[config.mk]
export PLATFORM = sky130hd
export DESIGN_NAME = event_receiver_dispatch_table_top
export DESIGN_NICKNAME = d
export VERILOG_FILES = /design/src/rtl/erdt_pkg.sv /design/src/rtl/erdt_front.sv /design/src/rtl/erdt_queue.sv /design/src/rtl/erdt_back.sv /design/src/rtl/event_receiver_dispatch_table_top.sv
export SDC_FILE = /design/constraint.sdc
export NUM_CORES = 1
export LEC_CHECK = 0
export BUFFER_PORTS_ARGS = -buffer_cell sky130_fd_sc_hd__buf_4
export CORE_MARGIN = 3
export CORE_UTILIZATION = 35
export CTS_CLUSTER_SIZE = 8
export DETAILED_ROUTE_END_ITERATION = 10
export HOLD_SLACK_MARGIN = 0.1
export PLACE_DENSITY = 0.52
export REMOVE_ABC_BUFFERS = 1
export SYNTH_ARGS = -nofsm -noshare
export SYNTH_HDL_FRONTEND = slang
export SYNTH_SLANG_ARGS = --single-unit
[constraint.sdc]
create_clock -name clk -period 11.37 [get_ports clk]
set_clock_uncertainty 0.1 [all_clocks]
set_input_delay 2.274 -clock clk [delete_from_list [all_inputs] [get_ports clk]]
set_output_delay 2.274 -clock clk [all_outputs]
set_load 0.1 [all_outputs]
[src/rtl/erdt_pkg.sv]
`default_nettype none
// ----------------------------------------------------------------------------
// erdt_pkg
// Shared types and constants of the event receiver dispatch table: command and
// result layouts, operation codes and the fixed field widths of the streams.
// ----------------------------------------------------------------------------
package erdt_pkg;

    localparam int RECEIVER_SLOTS_DEF = 16;
    localparam int RING_DEPTH_DEF     = 64;
    localparam int MAX_RESULTS        = 16;
    localparam int QUEUE_DEPTH        = 2;

    localparam int KIND_W      = 3;
    localparam int HANDLE_W    = 32;
    localparam int TASK_W      = 8;
    localparam int PAYLOAD_W   = 32;
    localparam int SLOT_OUT_W  = 4;
    localparam int POS_OUT_W   = 6;
    localparam int IN_TDATA_W  = 80;
    localparam int OUT_TDATA_W = 96;
    localparam int OUT_TUSER_W = 4;

    // Input kind codes as they arrive on the slave tuser.
    localparam logic [KIND_W-1:0] KIND_KEY    = 3'd0;
    localparam logic [KIND_W-1:0] KIND_MOUSE  = 3'd1;
    localparam logic [KIND_W-1:0] KIND_ADD    = 3'd2;
    localparam logic [KIND_W-1:0] KIND_REMOVE = 3'd3;
    localparam logic [KIND_W-1:0] KIND_FOCUS  = 3'd4;

    typedef enum logic [2:0] {
        OP_KEY,
        OP_MOUSE,
        OP_ADD,
        OP_REMOVE,
        OP_FOCUS
    } op_t;

    typedef enum logic [KIND_W-1:0] {
        RES_DELIVERY = 3'd0,
        RES_ADDED    = 3'd1,
        RES_FULL     = 3'd2,
        RES_REMOVED  = 3'd3,
        RES_FOCUS    = 3'd4
    } res_kind_t;

    typedef struct packed {
        op_t                  op;
        logic [HANDLE_W-1:0]  handle;
        logic [TASK_W-1:0]    task_id;
        logic                 listen_always;
        logic [PAYLOAD_W-1:0] payload;
    } cmd_t;

    typedef struct packed {
        res_kind_t            result_kind;
        logic [SLOT_OUT_W-1:0] slot_index;
        logic [HANDLE_W-1:0]  out_buffer;
        logic [TASK_W-1:0]    deliver_task;
        logic [POS_OUT_W-1:0] write_position;
        logic [PAYLOAD_W-1:0] out_payload;
        logic                 key_flag;
        logic [TASK_W-1:0]    focused_now;
        logic                 last_result;
    } result_t;

endpackage
`default_nettype wire

[src/rtl/erdt_front.sv]
`default_nettype none
// ----------------------------------------------------------------------------
// erdt_front
// Accepts input items, unpacks them and classifies the kind into an operation.
// Items of an undefined kind are taken and dropped here.
// ----------------------------------------------------------------------------
module erdt_front (
    input  wire logic                             s_tvalid,
    output logic                                  s_tready,
    input  wire logic [erdt_pkg::IN_TDATA_W-1:0]  s_tdata,
    input  wire logic [erdt_pkg::KIND_W-1:0]      s_tuser,
    input  wire logic                             q_full,
    output logic                                  push,
    output erdt_pkg::cmd_t                        push_cmd
);
    import erdt_pkg::*;

    logic known;
    op_t  op;

    always_comb
    begin
        known = 1'b1;
        op    = OP_KEY;
        case (s_tuser)
            KIND_KEY:    op = OP_KEY;
            KIND_MOUSE:  op = OP_MOUSE;
            KIND_ADD:    op = OP_ADD;
            KIND_REMOVE: op = OP_REMOVE;
            KIND_FOCUS:  op = OP_FOCUS;
            default:     known = 1'b0;
        endcase
    end

    assign s_tready = !q_full;
    assign push     = s_tvalid && !q_full && known;

    assign push_cmd.op            = op;
    assign push_cmd.handle        = s_tdata[31:0];
    assign push_cmd.task_id       = s_tdata[39:32];
    assign push_cmd.listen_always = s_tdata[40];
    assign push_cmd.payload       = s_tdata[72:41];

endmodule
`default_nettype wire

[src/rtl/erdt_queue.sv]
`default_nettype none
// ----------------------------------------------------------------------------
// erdt_queue
// Short command queue between the front and the back of the block.
// ----------------------------------------------------------------------------
module erdt_queue (
    input  wire logic           clk,
    input  wire logic           rst_n,
    input  wire logic           push,
    input  wire erdt_pkg::cmd_t push_cmd,
    input  wire logic           pop,
    output erdt_pkg::cmd_t      pop_cmd,
    output logic                full,
    output logic                empty
);
    import erdt_pkg::*;

    localparam int PTR_W = (QUEUE_DEPTH > 1) ? $clog2(QUEUE_DEPTH) : 1;
    localparam int CNT_W = $clog2(QUEUE_DEPTH + 1);

    cmd_t             entry_reg [QUEUE_DEPTH];
    logic [PTR_W-1:0] wr_ptr_reg, wr_ptr_next;
    logic [PTR_W-1:0] rd_ptr_reg, rd_ptr_next;
    logic [CNT_W-1:0] count_reg, count_next;

    function automatic logic [PTR_W-1:0] ptr_inc(input logic [PTR_W-1:0] p);
        ptr_inc = (p == PTR_W'(QUEUE_DEPTH - 1)) ? '0 : p + 1'b1;
    endfunction

    assign full    = (count_reg == CNT_W'(QUEUE_DEPTH));
    assign empty   = (count_reg == '0);
    assign pop_cmd = entry_reg[rd_ptr_reg];

    always_comb
    begin
        wr_ptr_next = push ? ptr_inc(wr_ptr_reg) : wr_ptr_reg;
        rd_ptr_next = pop ? ptr_inc(rd_ptr_reg) : rd_ptr_reg;
        count_next  = count_reg;
        if (push && !pop)
        begin
            count_next = count_reg + 1'b1;
        end
        else if (pop && !push)
        begin
            count_next = count_reg - 1'b1;
        end
    end

    always_ff @(posedge clk or negedge rst_n)
    begin
        if (!rst_n)
        begin
            wr_ptr_reg <= '0;
            rd_ptr_reg <= '0;
            count_reg  <= '0;
        end
        else
        begin
            wr_ptr_reg <= wr_ptr_next;
            rd_ptr_reg <= rd_ptr_next;
            count_reg  <= count_next;
        end
    end

    always_ff @(posedge clk)
    begin
        if (push)
        begin
            entry_reg[wr_ptr_reg] <= push_cmd;
        end
    end

endmodule
`default_nettype wire

[src/rtl/erdt_back.sv]
`default_nettype none
// ----------------------------------------------------------------------------
// erdt_back
// Carries out one command at a time; all but focus walk the receiver slots, one slot
// a cycle unless a delivery stalls, over a slot memory with a registered read port.
// ----------------------------------------------------------------------------
module erdt_back #(
    parameter int RECEIVER_SLOTS = erdt_pkg::RECEIVER_SLOTS_DEF,
    parameter int RING_DEPTH     = erdt_pkg::RING_DEPTH_DEF
) (
    input  wire logic           clk,
    input  wire logic           rst_n,
    input  wire logic           q_empty,
    input  wire erdt_pkg::cmd_t q_cmd,
    output logic                pop,
    input  wire logic           m_tready,
    output logic                m_tvalid,
    output erdt_pkg::result_t   res
);
    import erdt_pkg::*;

    localparam int SLOT_W = (RECEIVER_SLOTS > 1) ? $clog2(RECEIVER_SLOTS) : 1;
    localparam int POS_W  = $clog2(RING_DEPTH);
    localparam int CNT_W  = $clog2(MAX_RESULTS + 1);
    localparam logic [SLOT_W-1:0] LAST_SLOT = SLOT_W'(RECEIVER_SLOTS - 1);
    localparam logic [POS_W-1:0]  LAST_POS  = POS_W'(RING_DEPTH - 1);

    typedef struct packed {
        logic [HANDLE_W-1:0] buffer;
        logic [TASK_W-1:0]   owner;
        logic                always_on;
        logic [POS_W-1:0]    pos;
    } entry_t;

    typedef enum logic [1:0] {
        ST_IDLE,
        ST_SCAN,
        ST_FINISH
    } state_t;

    entry_t mem [RECEIVER_SLOTS];
    entry_t rd_reg;

    state_t                    state_reg, state_next;
    logic [SLOT_W-1:0]         idx_reg, idx_next;
    logic [TASK_W-1:0]         focus_reg, focus_next;
    logic [RECEIVER_SLOTS-1:0] used_reg, used_next;
    logic                      held_valid_reg, held_valid_next;
    logic [CNT_W-1:0]          cnt_reg, cnt_next;
    logic                      out_valid_reg, out_valid_next;
    cmd_t                      cmd_reg, cmd_next;
    result_t                   held_reg, held_next;
    result_t                   out_reg, out_next;

    logic                 out_free;
    logic                 load_out;
    logic                 mem_we;
    entry_t               mem_wdata;
    logic                 is_key;
    logic                 hit;
    logic                 stall;
    logic                 last_slot;
    logic [POS_W-1:0]     new_pos;
    logic [SLOT_W+3:0]    slot_ext;
    logic [POS_W+5:0]     pos_ext;
    result_t              dres;

    assign out_free  = !out_valid_reg || m_tready;
    assign is_key    = (cmd_reg.op == OP_KEY);
    assign last_slot = (idx_reg == LAST_SLOT);
    assign new_pos   = (rd_reg.pos == LAST_POS) ? '0 : rd_reg.pos + 1'b1;
    assign slot_ext  = {4'b0, idx_reg};
    assign pos_ext   = {6'b0, new_pos};

    // A slot takes the event if it is in use and, for a key event, its owner
    // has the focus or it always listens. Past the result limit slots are skipped.
    assign hit = used_reg[idx_reg]
               && (!is_key || (rd_reg.owner == focus_reg) || rd_reg.always_on)
               && (cnt_reg < CNT_W'(MAX_RESULTS));

    // The previous delivery is held back until it is known whether it is the last.
    assign stall = hit && held_valid_reg && !out_free;

    always_comb
    begin
        dres                = '0;
        dres.result_kind    = RES_DELIVERY;
        dres.slot_index     = slot_ext[3:0];
        dres.out_buffer     = rd_reg.buffer;
        dres.deliver_task   = rd_reg.owner;
        dres.write_position = pos_ext[5:0];
        dres.out_payload    = cmd_reg.payload;
        dres.key_flag       = is_key;
        dres.focused_now    = focus_reg;
    end

    always_comb
    begin
        state_next      = state_reg;
        idx_next        = idx_reg;
        focus_next      = focus_reg;
        used_next       = used_reg;
        held_valid_next = held_valid_reg;
        cnt_next        = cnt_reg;
        cmd_next        = cmd_reg;
        held_next       = held_reg;
        out_next        = out_reg;
        load_out        = 1'b0;
        pop             = 1'b0;
        mem_we          = 1'b0;
        mem_wdata       = rd_reg;

        case (state_reg)
            ST_IDLE:
            begin
                if (!q_empty)
                begin
                    pop             = 1'b1;
                    cmd_next        = q_cmd;
                    idx_next        = '0;
                    cnt_next        = '0;
                    held_valid_next = 1'b0;
                    state_next      = ST_SCAN;
                    if (q_cmd.op == OP_FOCUS)
                    begin
                        focus_next            = q_cmd.task_id;
                        held_next             = '0;
                        held_next.result_kind = RES_FOCUS;
                        held_valid_next       = 1'b1;
                        state_next            = ST_FINISH;
                    end
                end
            end

            ST_SCAN:
            begin
                case (cmd_reg.op)
                    OP_KEY, OP_MOUSE:
                    begin
                        if (!stall)
                        begin
                            if (hit)
                            begin
                                mem_we          = 1'b1;
                                mem_wdata.pos   = new_pos;
                                held_next       = dres;
                                held_valid_next = 1'b1;
                                cnt_next        = cnt_reg + 1'b1;
                                if (held_valid_reg)
                                begin
                                    load_out = 1'b1;
                                    out_next = held_reg;
                                end
                            end
                            if (last_slot)
                            begin
                                state_next = ST_FINISH;
                            end
                            else
                            begin
                                idx_next = idx_reg + 1'b1;
                            end
                        end
                    end

                    OP_ADD:
                    begin
                        held_next       = '0;
                        if (!used_reg[idx_reg])
                        begin
                            // A zero handle fills the entry but leaves the slot free.
                            mem_we                   = 1'b1;
                            mem_wdata.buffer         = cmd_reg.handle;
                            mem_wdata.owner          = cmd_reg.task_id;
                            mem_wdata.always_on      = cmd_reg.listen_always;
                            mem_wdata.pos            = '0;
                            used_next[idx_reg]       = (cmd_reg.handle != '0);
                            held_next.result_kind    = RES_ADDED;
                            held_next.slot_index     = slot_ext[3:0];
                            held_next.out_buffer     = cmd_reg.handle;
                            held_next.deliver_task   = cmd_reg.task_id;
                            held_valid_next          = 1'b1;
                            state_next               = ST_FINISH;
                        end
                        else if (last_slot)
                        begin
                            held_next.result_kind = RES_FULL;
                            held_valid_next       = 1'b1;
                            state_next            = ST_FINISH;
                        end
                        else
                        begin
                            idx_next = idx_reg + 1'b1;
                        end
                    end

                    OP_REMOVE:
                    begin
                        if (used_reg[idx_reg] && (cmd_reg.handle != '0)
                            && (rd_reg.buffer == cmd_reg.handle))
                        begin
                            used_next[idx_reg] = 1'b0;
                            if (rd_reg.owner == focus_reg)
                            begin
                                focus_next = '0;
                            end
                        end
                        if (last_slot)
                        begin
                            held_next             = '0;
                            held_next.result_kind = RES_REMOVED;
                            held_next.out_buffer  = cmd_reg.handle;
                            held_valid_next       = 1'b1;
                            state_next            = ST_FINISH;
                        end
                        else
                        begin
                            idx_next = idx_reg + 1'b1;
                        end
                    end

                    default:
                    begin
                        state_next = ST_FINISH;
                    end
                endcase
            end

            ST_FINISH:
            begin
                if (!held_valid_reg)
                begin
                    state_next = ST_IDLE;
                end
                else if (out_free)
                begin
                    load_out             = 1'b1;
                    out_next             = held_reg;
                    out_next.focused_now = focus_reg;
                    out_next.last_result = 1'b1;
                    held_valid_next      = 1'b0;
                    state_next           = ST_IDLE;
                end
            end

            default:
            begin
                state_next = ST_IDLE;
            end
        endcase

        if (load_out)
        begin
            out_valid_next = 1'b1;
        end
        else if (m_tready)
        begin
            out_valid_next = 1'b0;
        end
        else
        begin
            out_valid_next = out_valid_reg;
        end
    end

    always_ff @(posedge clk or negedge rst_n)
    begin
        if (!rst_n)
        begin
            state_reg      <= ST_IDLE;
            idx_reg        <= '0;
            focus_reg      <= '0;
            used_reg       <= '0;
            held_valid_reg <= 1'b0;
            cnt_reg        <= '0;
            out_valid_reg  <= 1'b0;
        end
        else
        begin
            state_reg      <= state_next;
            idx_reg        <= idx_next;
            focus_reg      <= focus_next;
            used_reg       <= used_next;
            held_valid_reg <= held_valid_next;
            cnt_reg        <= cnt_next;
            out_valid_reg  <= out_valid_next;
        end
    end

    always_ff @(posedge clk)
    begin
        cmd_reg  <= cmd_next;
        held_reg <= held_next;
        out_reg  <= out_next;
    end

    // Slot memory: one write and one registered read a cycle. The read runs
    // one slot ahead of the slot being examined.
    always_ff @(posedge clk)
    begin
        if (mem_we)
        begin
            mem[idx_reg] <= mem_wdata;
        end
        rd_reg <= mem[idx_next];
    end

    assign m_tvalid = out_valid_reg;
    assign res      = out_reg;

endmodule
`default_nettype wire

[src/rtl/event_receiver_dispatch_table_top.sv]
`default_nettype none
// A remove, key or mouse item walks all RECEIVER_SLOTS slots at one slot a cycle,
// though a key or mouse walk is held while a delivery waits on the output; an add
// stops at the first free slot, and a focus item does not walk the slots. The back
// part finishes one item before it takes the next; the queue holds up to two items.
// Reset clears the slot-in-use bits and the focus; slot contents need no clearing.
// ----------------------------------------------------------------------------
// event_receiver_dispatch_table_top
// Receiver table with a focused task: adds and removes receivers, sets the
// focus and fans key and mouse events out to the matching receivers.
// ----------------------------------------------------------------------------
module event_receiver_dispatch_table_top #(
    parameter int RECEIVER_SLOTS = erdt_pkg::RECEIVER_SLOTS_DEF,
    parameter int RING_DEPTH     = erdt_pkg::RING_DEPTH_DEF
) (
    input  wire logic                              clk,
    input  wire logic                              rst_n,
    input  wire logic                              s_tvalid,
    output logic                                   s_tready,
    // buffer_handle[31:0], task_id[39:32], listen_always[40], event_payload[72:41]
    input  wire logic [erdt_pkg::IN_TDATA_W-1:0]   s_tdata,
    // kind[2:0]
    input  wire logic [erdt_pkg::KIND_W-1:0]       s_tuser,
    output logic                                   m_tvalid,
    input  wire logic                              m_tready,
    // slot_index[3:0], out_buffer[35:4], deliver_task[43:36],
    // write_position[49:44], out_payload[81:50], focused_now[89:82]
    output logic [erdt_pkg::OUT_TDATA_W-1:0]       m_tdata,
    // result_kind[2:0], key_flag[3]
    output logic [erdt_pkg::OUT_TUSER_W-1:0]       m_tuser,
    output logic                                   m_tlast
);
    import erdt_pkg::*;

    logic    q_full;
    logic    q_empty;
    logic    push;
    logic    pop;
    cmd_t    push_cmd;
    cmd_t    pop_cmd;
    result_t res;

    erdt_front u_front (
        .s_tvalid (s_tvalid),
        .s_tready (s_tready),
        .s_tdata  (s_tdata),
        .s_tuser  (s_tuser),
        .q_full   (q_full),
        .push     (push),
        .push_cmd (push_cmd)
    );

    erdt_queue u_queue (
        .clk      (clk),
        .rst_n    (rst_n),
        .push     (push),
        .push_cmd (push_cmd),
        .pop      (pop),
        .pop_cmd  (pop_cmd),
        .full     (q_full),
        .empty    (q_empty)
    );

    erdt_back #(
        .RECEIVER_SLOTS (RECEIVER_SLOTS),
        .RING_DEPTH     (RING_DEPTH)
    ) u_back (
        .clk      (clk),
        .rst_n    (rst_n),
        .q_empty  (q_empty),
        .q_cmd    (pop_cmd),
        .pop      (pop),
        .m_tready (m_tready),
        .m_tvalid (m_tvalid),
        .res      (res)
    );

    assign m_tdata = {6'b0, res.focused_now, res.out_payload, res.write_position,
                      res.deliver_task, res.out_buffer, res.slot_index};
    assign m_tuser = {res.key_flag, res.result_kind};
    assign m_tlast = res.last_result;

endmodule
`default_nettype wire

======== Word-level counts from Yosys, hierarchy flattened ========
Memory sizes are Yosys's and may differ from the RTL's. A register that Yosys moved wholly into a read port is not among the register bits.
Index checks and enable logic that the tools add are counted.
Widths: inputs -> output; s select.
storage, ports and cells
  register bits ........................... 307
  RAM bits ................................ 904
  input bits .............................. 87
  output and inout port bits .............. 103
  memories ................................ 2
cells by class
  add/subtract/negate cells ............... 7
  $lt $le $gt $ge ......................... 3
  eq/ne operators ......................... 33
  mux-type cells .......................... 94
  bitwise logic cells ..................... 3
  reductions and logical operators ........ 41
memory list
  name               depth  bits a word  rd ports  clocked after memory_dff  wr ports  RTL line          source
  u_back.mem         16     47           1         1                         1         erdt_back.sv:41   entry_t mem [RECEIVER_SLOTS];
  u_queue.entry_reg  2      76           1         0                         1         erdt_queue.sv:21  cmd_t entry_reg [QUEUE_DEPTH];
operators with widths
  operator            number
  $mux 95             11
  $pmux 95 s2         2
  $pmux 95 s3         1
  $mux 47             2
  $mux 44             1
  $mux 41             1
  $mux 8              5
  $eq 32x32->1        1
  $mux 16             2
  $pmux 16 s2         1
  $reduce_bool 32->1  1
  $mux 1              31
  $mux 2              11
  $mux 5              4
  $mux 6              3
  $ne 2x1->1 const B  9
  $and 16x16->16      1
  $bwmux 16           1
  $mux 4              4
  $not 16->16         1
  $pmux 8 s2          1
  $reduce_and 7->1    2
  $eq 3x2->1 const B  4
  $pmux 2 s3          2
  other kinds (44)    79

======== Longest topological paths before layout ========
Gate-level depths: netlist (run 1).
  depth in word-level cells ............... 13
  mapped depth ............................ 15
  depth with buffers taken out ............ 11

======== Cells and area by module ========
A second synthesis (run 1) with hierarchy kept.
unflattened totals
  cell total of the unflattened synthesis .. 2905
  area total of the unflattened synthesis .. 50577.3 sq um
by module, submodules not included
  module                             times used  cells each  area each (sq um)  seq. area each (sq um)
  erdt_back                          1           2566        44134.8            32406.1
  erdt_queue                         1           253         5806.8             4664.5
  erdt_front                         1           79          586.8              0.0
  event_receiver_dispatch_table_top  1           7           48.8               0.0

======== Worst setup path after synthesis (run 1) ========
OpenSTA, ideal clock, no wires.
  kind .................................... input port to flip-flop
  start ................................... input m_tready
  end ..................................... memory u_back.mem[0][0] (netlist bit) (enable)
  setup time .............................. 0.510 ns
  arrival time ............................ 7.038 ns
  setup slack ............................. 3.722 ns
  cell stages on the path ................. 7
  cells stage by stage .................... nand2b_1 > nor2_1 > a2111oi_0 > nor2_1 > nor2_1 > nand2_1 > nor3_1
on the way
  longest elaborated chain between the ends .. 8
ends and longest elaborated chain
  item                          RTL line                                 source
  from (decl)                   event_receiver_dispatch_table_top.sv:25  input wire logic m_tready,
  $logic_or 1x1->1              erdt_back.sv:68                          assign out_free = !out_valid_reg || m_tready;
  $logic_not 1->1               erdt_back.sv:82                          assign stall = hit && held_valid_reg && !out_free;
  $logic_and 1x1->1             erdt_back.sv:82
  $mux 1                        erdt_back.sv:140                         if (!stall)
  $pmux 1 s2                    erdt_back.sv:137                         case (cmd_reg.op)
  $mux 1                        erdt_back.sv:113                         case (state_reg)
  $mux 1                        erdt_back.sv:301                         if (mem_we)
  $mux 1 (implied by the code)  erdt_back.sv:303                         mem[idx_reg] <= mem_wdata;
  to (decl)                     erdt_back.sv:41
Every way passes these cells.

======== Final worst setup path (run 1) ========
  start ................................... input m_tready
  end ..................................... register, netlist name u_back.dres[87]
on the way
  longest elaborated chain between the ends .. 6
ends and longest elaborated chain
  item               RTL line
  $logic_or 1x1->1   erdt_back.sv:68
  $logic_not 1->1    erdt_back.sv:82
  $logic_and 1x1->1  erdt_back.sv:82
  $mux 4             erdt_back.sv:140
  $pmux 4 s3         erdt_back.sv:137
  $pmux 4 s2         erdt_back.sv:113
Every way passes these cells.
A chain may end at the register's enable or synchronous reset.

==> summary.md, run 1 <==
| Metric | Value |
|---|---|
| Vias per inst | slightly below 6 |
| Yosys reg bits | 1,257 |
| Final nets | 3,731 |
| Final Hold Viols | 0 |
| Layer with the highest usage | met2 |
| Switching power share of the total | 36.2% |
| Final setup viols | 0 |
| RSZ-0062 raised after global routing | no |
| Worst-path clk slew | 0.05 ns |
| Final period util | 52.0% |
| Setup Total Neg Slack | 0 ns |
| Cell Count, Final, Fillers Out | roughly 5,700 |
| Asr flop ratio synth | between 3 and 4% |
| Dominant synthesized flop cell | edfxtp_1 |
| Synth top area share | between 60 and 70% |
| First-pass GRT wire length | 224,000 um |
| Vias after detailed routing | 33,021 |
| Worst EP required | 11.90 ns |
| Core area | approximately 0.15 mm^2 |
| Total setup buffers inserted after CTS | 0 |
| Port Buffers | 176 |
| Peak supply drop | 0.217 mV |
| Tmin final | a little under 6 ns |
| Clock root buffer | clkbuf_16 |
| Number of I/O pins | 190 |
| GR Util met1 | 27.4% |
| Max-slew violation count | 0 |
| Most common cell in the netlist | edfxtp_1 |
| Die area | 0.152 mm^2 |
| P_leak | ~20 nW |
| Clock group share of total power | 29.6% |
| Synth area leaders | edfxtp_1 (68%), nand3_1 (3.7%), mux2_2 (3.1%) |
| DRC Markers | 0 |
| Status | complete, no violations |
| Worst Setup Path Type | input port to register |
| P&R area growth vs syn | 16.3% |
| Max Clk Rate | between 150 and 200 MHz |
| DR WL/cell | approximately 27 um |
| CTS sink count | 1,257 |
| Die Width | between 300 and 400 um |
| Dpl ws | between 4 and 5 ns |
| Crit path launch type | input port |
| Unique masters post-synth | 65 |
| Routed Antenna Nets | 0 |
| Synth Area per Inst | approximately 15 um^2 |
| Hpwl dp | 77,700 um |
| CTS tree | done |
| Post-synth EDFFs | 1,169 |
| All-layer global routing usage | about a fifth |
| Flop pwr share | 41.3% |
| Congestion Overflow GR | 0 |
| Vias in the first global route | 32,266 |
| Worst min path class | register to register |
| Psw | 6.00 mW |
| # hold bufs at CTS | 0 |
| Iteration-0 DRC Markers | 3,137 |
| Pwr per Cell Area | 277 mW/mm^2 |
| Slew HR | slightly below 20% |
| Dpl cells | 5,372 |
| Initial antenna violation count | 2 |
| Routed WL | 155,000 um |
| CP Max Fanout | 160 |
| Largest net degree at the start of global routing | 194 |
| Clk Latency, worst-skew pair | between 0.7 and 0.8 ns |
| Final Util | 41.1% |
| Initial Utilization | a little over a third |
| CTS resizes | 0 |
| Layout cells sized above 1 | 16.7% |
| Total CTS buffers | 176 |
| Synth cell count leaders | edfxtp_1 (1,169), nand3_1 (379), clkbuf_1 (240) |
| Global Route met2 Usage | 32.1% |
| M3 GR Usage | 3.23% |
| Clock Path Buffers | 3 |
| Routability Congestion | between 0.7 and 0.8 |
| Sequential area share after synthesis | 72.0% |
| Comb pwr share | 29.1% |
| Synth area leader | edfxtp_1 |
| Worst setup margin | ~5.5 ns |
| Pint | 10.6 mW |
| Syn. warnings | 0 |
| Rows | 140 |
| H-Tree Depth | 4 |
| Number of flip-flops under the largest register name | 752 |
| Height of the die | about 400 um |
| Critical path data arrival time | ~6.5 ns |
| Syn Inst Count | 3,515 |
| CP endpoint kind | register |
| Slew @ Worst Pin | 1.21 ns |
| Initial DRT Pass Iterations | 5 |
| Maxcap violations | 0 |
| Post-Syn Area | about 0.052 mm^2 |
-- cells in the final DEF, fill, tap and decap left out, drive strengths merged, types with 47 or more instances in the layout --
cell type,count
edfxtp,1169
nand3,379
clkbuf,291
buf,241
o21ai,208
nor4,204
a22oi,186
mux2,144
a211oi,141
nor2,100
nor4b,93
inv,69
nand4,51
a2111oi,50
and2,49
dfxtp,47
-- cell families after synthesis --
family	after synthesis	share of synthesized area, %
adder cells (fa/ha/maj)	11	0.267
other	1	0.00728
XOR/XNOR	50	0.850
buffers and inverters	369	2.93
multiplexers	150	3.36
flip-flops	1257	72.0
AND/OR/NAND/NOR	958	10.5
AO/OA/AOI/OAI	719	10.1
-- cell type report --
class	count	area (um^2)
tap	1917	2400
fill	13298	86000
antenna	1	2.50
clock buffer	291	4940
inverter	63	249
sequential	1257	37100
timing repair buffer	241	1880
clock inverter	13	186
multi-input combinational	1894	13200
-- routing by layer --
metal / routed length, um / up-vias
met5: 0 / -
met4: 4380 / 0
met3: 9730 / 277
met2: 73300 / 1289
met1: 67100 / 17008
li1: - / 14447
-- worst max-delay path: stages --
cell and delay [ns]:
buf_4 0.11, nand2b_1 0.19, nor2_1 0.20, nand3b_1 0.13, or3_1 0.51, a31oi_1 0.34, a31oi_4 0.04, buf_4 0.34
inv_8 0.75, buf_4 0.86, nor4b_1 0.13, a22oi_1 0.25, nand4_1 0.14
-- final timing paths --
path	startpoint	endpoint	slack [ns]	depth (start not counted)
worst min-delay path	u_back.held_reg[39]	u_back.res[39]	0.30	0
worst min register to register	u_back.held_reg[39]	u_back.res[39]	0.30	0
worst max register to register	u_back.idx_reg[0]	u_back.dres[87]	5.78	12
max in group asynchronous	rst_n	u_queue.rd_ptr_reg	9.30	1
worst max-delay path	m_tready	u_back.dres[87]	5.45	13
min in group asynchronous	rst_n	u_back.used_reg[4]	1.40	1
-- power by group through the flow --
| stage | Sequential (mW) | Clock, mW | Combinational (mW) |
|---|---|---|---|
| 2_1_floorplan | 6.98 | 0 | 2.96 |
| 3_3_place_gp | 6.92 | 0 | 4.81 |
| 3_5_place_dp | 6.93 | 0 | 4.83 |
| 4_1_cts | 6.85 | 5.02 | 4.85 |
| 5_1_grt | 6.91 | 5.21 | 5.21 |
| 6_report | 6.85 | 4.90 | 4.83 |
-- stage by stage --
step | power [mW] | cell area, um^2 | hold slack [ns]
floorplan | 9.94 | 50300 | 0.300
global placement | 11.7 | 54800 | 0.301
detailed placement | 11.8 | 54800 | 0.305
CTS | 16.7 | 59900 | 0.306
global route | 17.3 | 59900 | 0.315
finish | 16.6 | 59900 | 0.301
Note: power is estimated with default switching activity, not from simulation.
==> run 2: changes to the inputs <==
PLACE_DENSITY = 0.54   (was 0.52)
clock period = 5.25 ns   (was 11.37 ns; I/O delays follow)
==> run 2 against run 1 <==
Sequential share of layout area decreased by 0.90 points. Worst setup slack got worse by 4.8 ns. Die area did not move. Hold slack got worse by 0.13 ns. Largest power group unchanged. Cell area increased by 1.5%. Sequential cell count unchanged. Critical path depth is 3 lower.
==> summary.md, run 2 (synthesis gave the netlist of run 1 again) <==
| Metric | Value |
|---|---|
| Status | complete, no violations (unchanged) |
| Maxcap violations | 0 (unchanged) |
| # hold bufs at CTS | 0 (unchanged) |
| Hold_ws | 0.171 ns (was 0.301 ns) |
| Total CTS buffers | 175 (was 176) |
| Crit path launch type | register (was input port) |
| Slew @ Worst Pin | 1.21 ns (about the same) |
| Diode count | 0 (was 1) |
| Iteration-0 DRC Markers | 3,307 (was 3,137) |
| Congestion Overflow GR | 0 (unchanged) |
| Most frequent cells in the layout | edfxtp_1 (1,169), nand3_1 (379), buf_4 (227), o21ai_0 (206), nor4_1 (204) (was edfxtp_1 (1,169), nand3_1 (379), buf_4 (235), o21ai_0 (206), nor4_1 (204)) |
| CTS sink count | 1,257 (unchanged) |
| Initial Utilization | 35.3% (unchanged) |
| Max Clk Rate | around 220 MHz |
| Initial DRT Pass Iterations | 5 (unchanged) |
| Critical path data arrival time | 5.02 ns (was 6.45 ns) |
| Vias per inst | 5.80 (was 5.82) |
| Worst EP required | 5.63 ns (was 11.90 ns) |
| First-pass GRT wire length | 227,000 um (was 224,000 um) |
| Worst Setup Path Type | register to register (was input port to register) |
| Largest net degree at the start of global routing | 140 (was 194) |
| Total power | 36.3 mW (was 16.6 mW) |
| Switching power share of the total | 36.1% (was 36.2%) |
| CP Max Fanout | 16 (was 160) |
| Most common cell after layout, fill and taps aside | edfxtp_1 (unchanged) |
| All-layer global routing usage | 20.0% (was 19.9%) |
| Core area | 0.146 mm^2 (unchanged) |
| Routability Congestion | 0.799 (was 0.769) |
| RSZ-0062 raised after global routing | no (unchanged) |
| Die area | 0.152 mm^2 (unchanged) |
| H-Tree Depth | 4 (unchanged) |
| CTS tree | done (unchanged) |
| Tmin final | between 4 and 5 ns |
| Pint | 23.2 mW (was 10.6 mW) |
| Port Buffers | 176 (unchanged) |
| Max-slew violation count | 0 (unchanged) |
| Slew HR | 19.2% (was 19.5%) |
| Layout cells sized above 1 | 17.4% (was 16.7%) |
| P&R area growth vs syn | 18.0% (was 16.3%) |
| Clock group share of total power | 29.1% (was 29.6%) |
| Worst-path clk slew | 0.06 ns (was 0.05 ns) |
| Total setup buffers inserted after CTS | 0 (unchanged) |
| Peak supply drop | 0.389 mV (was 0.217 mV) |
| Clk Latency, worst-skew pair | 0.79 ns (was 0.78 ns) |
| Final setup viols | 0 (unchanged) |
| Vias in the first global route | 33,093 (was 32,266) |
| Vias after detailed routing | 33,223 (was 33,021) |
| CTS resizes | 0 (unchanged) |
| Comb pwr share | 30.1% (was 29.1%) |
| Final period util | 88.4% |
| DRC Markers | 0 (unchanged) |
| Flop pwr share | 40.8% (was 41.3%) |
| Die Width | 390 um (unchanged) |
| Routed WL | 155,000 um (about the same) |
| Final nets | 3,770 (was 3,731) |
| P_leak | 19.8 nW (was 19.4 nW) |
| Number of flip-flops under the largest register name | 752 (unchanged) |
| Psw | 13.1 mW (was 6.00 mW) |
| Initial antenna violation count | 1 (was 2) |
| Worst min path class | input port to asynchronous set/reset pin (was register to register) |
| Pwr per Cell Area | 597 mW/mm^2 (was 277 mW/mm^2) |
| CP endpoint kind | register (unchanged) |
| Final Hold Viols | 0 (unchanged) |
| Clock Path Buffers | 3 (unchanged) |
| Rows | 140 (unchanged) |
| DR WL/cell | 27.1 um (was 27.2 um) |
| Routed Antenna Nets | 0 (unchanged) |
| Clock root buffer | clkbuf_16 (unchanged) |
| Hpwl dp | 82,500 um (was 77,700 um) |
| Number of I/O pins | 190 (unchanged) |
| Height of the die | 390 um (unchanged) |
==> run 2: cell types whose count changed in the layout (fill, tap and decap cells not counted), moves of 2 or more <==
cell,before,now
buf_4,235,227
buf_12,6,54
clkbuf_1,110,121
clkinv_2,3,1
==> run 2: worst paths after layout <==
path                                      from            endpoint  slack [ns]  cells past startpoint
min in group clk           u_back.held_reg[94]      u_back.res[94]        0.31                      0
min                                      rst_n   u_back.idx_reg[2]        0.17                      1
max in group asynchronous                rst_n  u_queue.rd_ptr_reg        4.41                      1
max reg2reg                  u_back.idx_reg[2]  u_back.mem[12][39]        0.61                     10
min reg2reg                u_back.held_reg[94]      u_back.res[94]        0.31                      0
max                          u_back.idx_reg[2]  u_back.mem[12][39]        0.61                     10
==> run 2: layout make-up <==
type	count	area, um^2
clock inverter	11	151
timing repair buffer	281	2790
inverter	63	249
multi-input combinational	1894	13200
tap	1917	2400
sequential	1257	37100
fill	13249	85100
clock buffer	301	4960
==> run 2: power groups by stage <==
stage	Clock [mW]	Sequential, mW	Combinational [mW]
final	10.6	14.8	10.9
after global routing	11.2	14.9	11.7
after CTS	10.8	14.8	10.9
after detailed placement	0	15.0	10.9
after global placement	0	15.0	10.8
after floorplan	0	15.1	5.61
==> run 2: critical path, stage by stage, from the launching register on <==
cell,delay (ns)
dfrtp_1,0.71
nor2b_1,0.46
a22o_1,0.29
nor2_4,0.10
a2111oi_0,0.47
buf_4,0.26
nor2_1,0.06
nor2_1,0.46
nand2_1,0.36
nor2_4,0.69
buf_4,0.35
==> run 2: metrics by stage <==
stage / setup TNS [ns] / worst slack, ns / utilization [%] / cell area (um^2) / cells
5_1_grt: 0 / 0.462 / 41.7 / 60800 / 5724
3_3_place_gp: 0 / 0.708 / 38.2 / 55700 / 5412
3_5_place_dp: 0 / 0.696 / 38.2 / 55700 / 5412
6_report: 0 / 0.607 / 41.7 / 60800 / 5724
2_1_floorplan: -719.88 / -7.30 / - / 50300 / 3214
4_1_cts: 0 / 0.661 / 41.7 / 60800 / 5724
==> run 2: metal layers <==
layer	GRT usage, %	part of all wire (%)	wire length [um]
met4	6.85	2.8	4290
met5	0	0	0
met2	32.4	48	74200
met1	27.3	43	66500
met3	3.38	6.4	9980
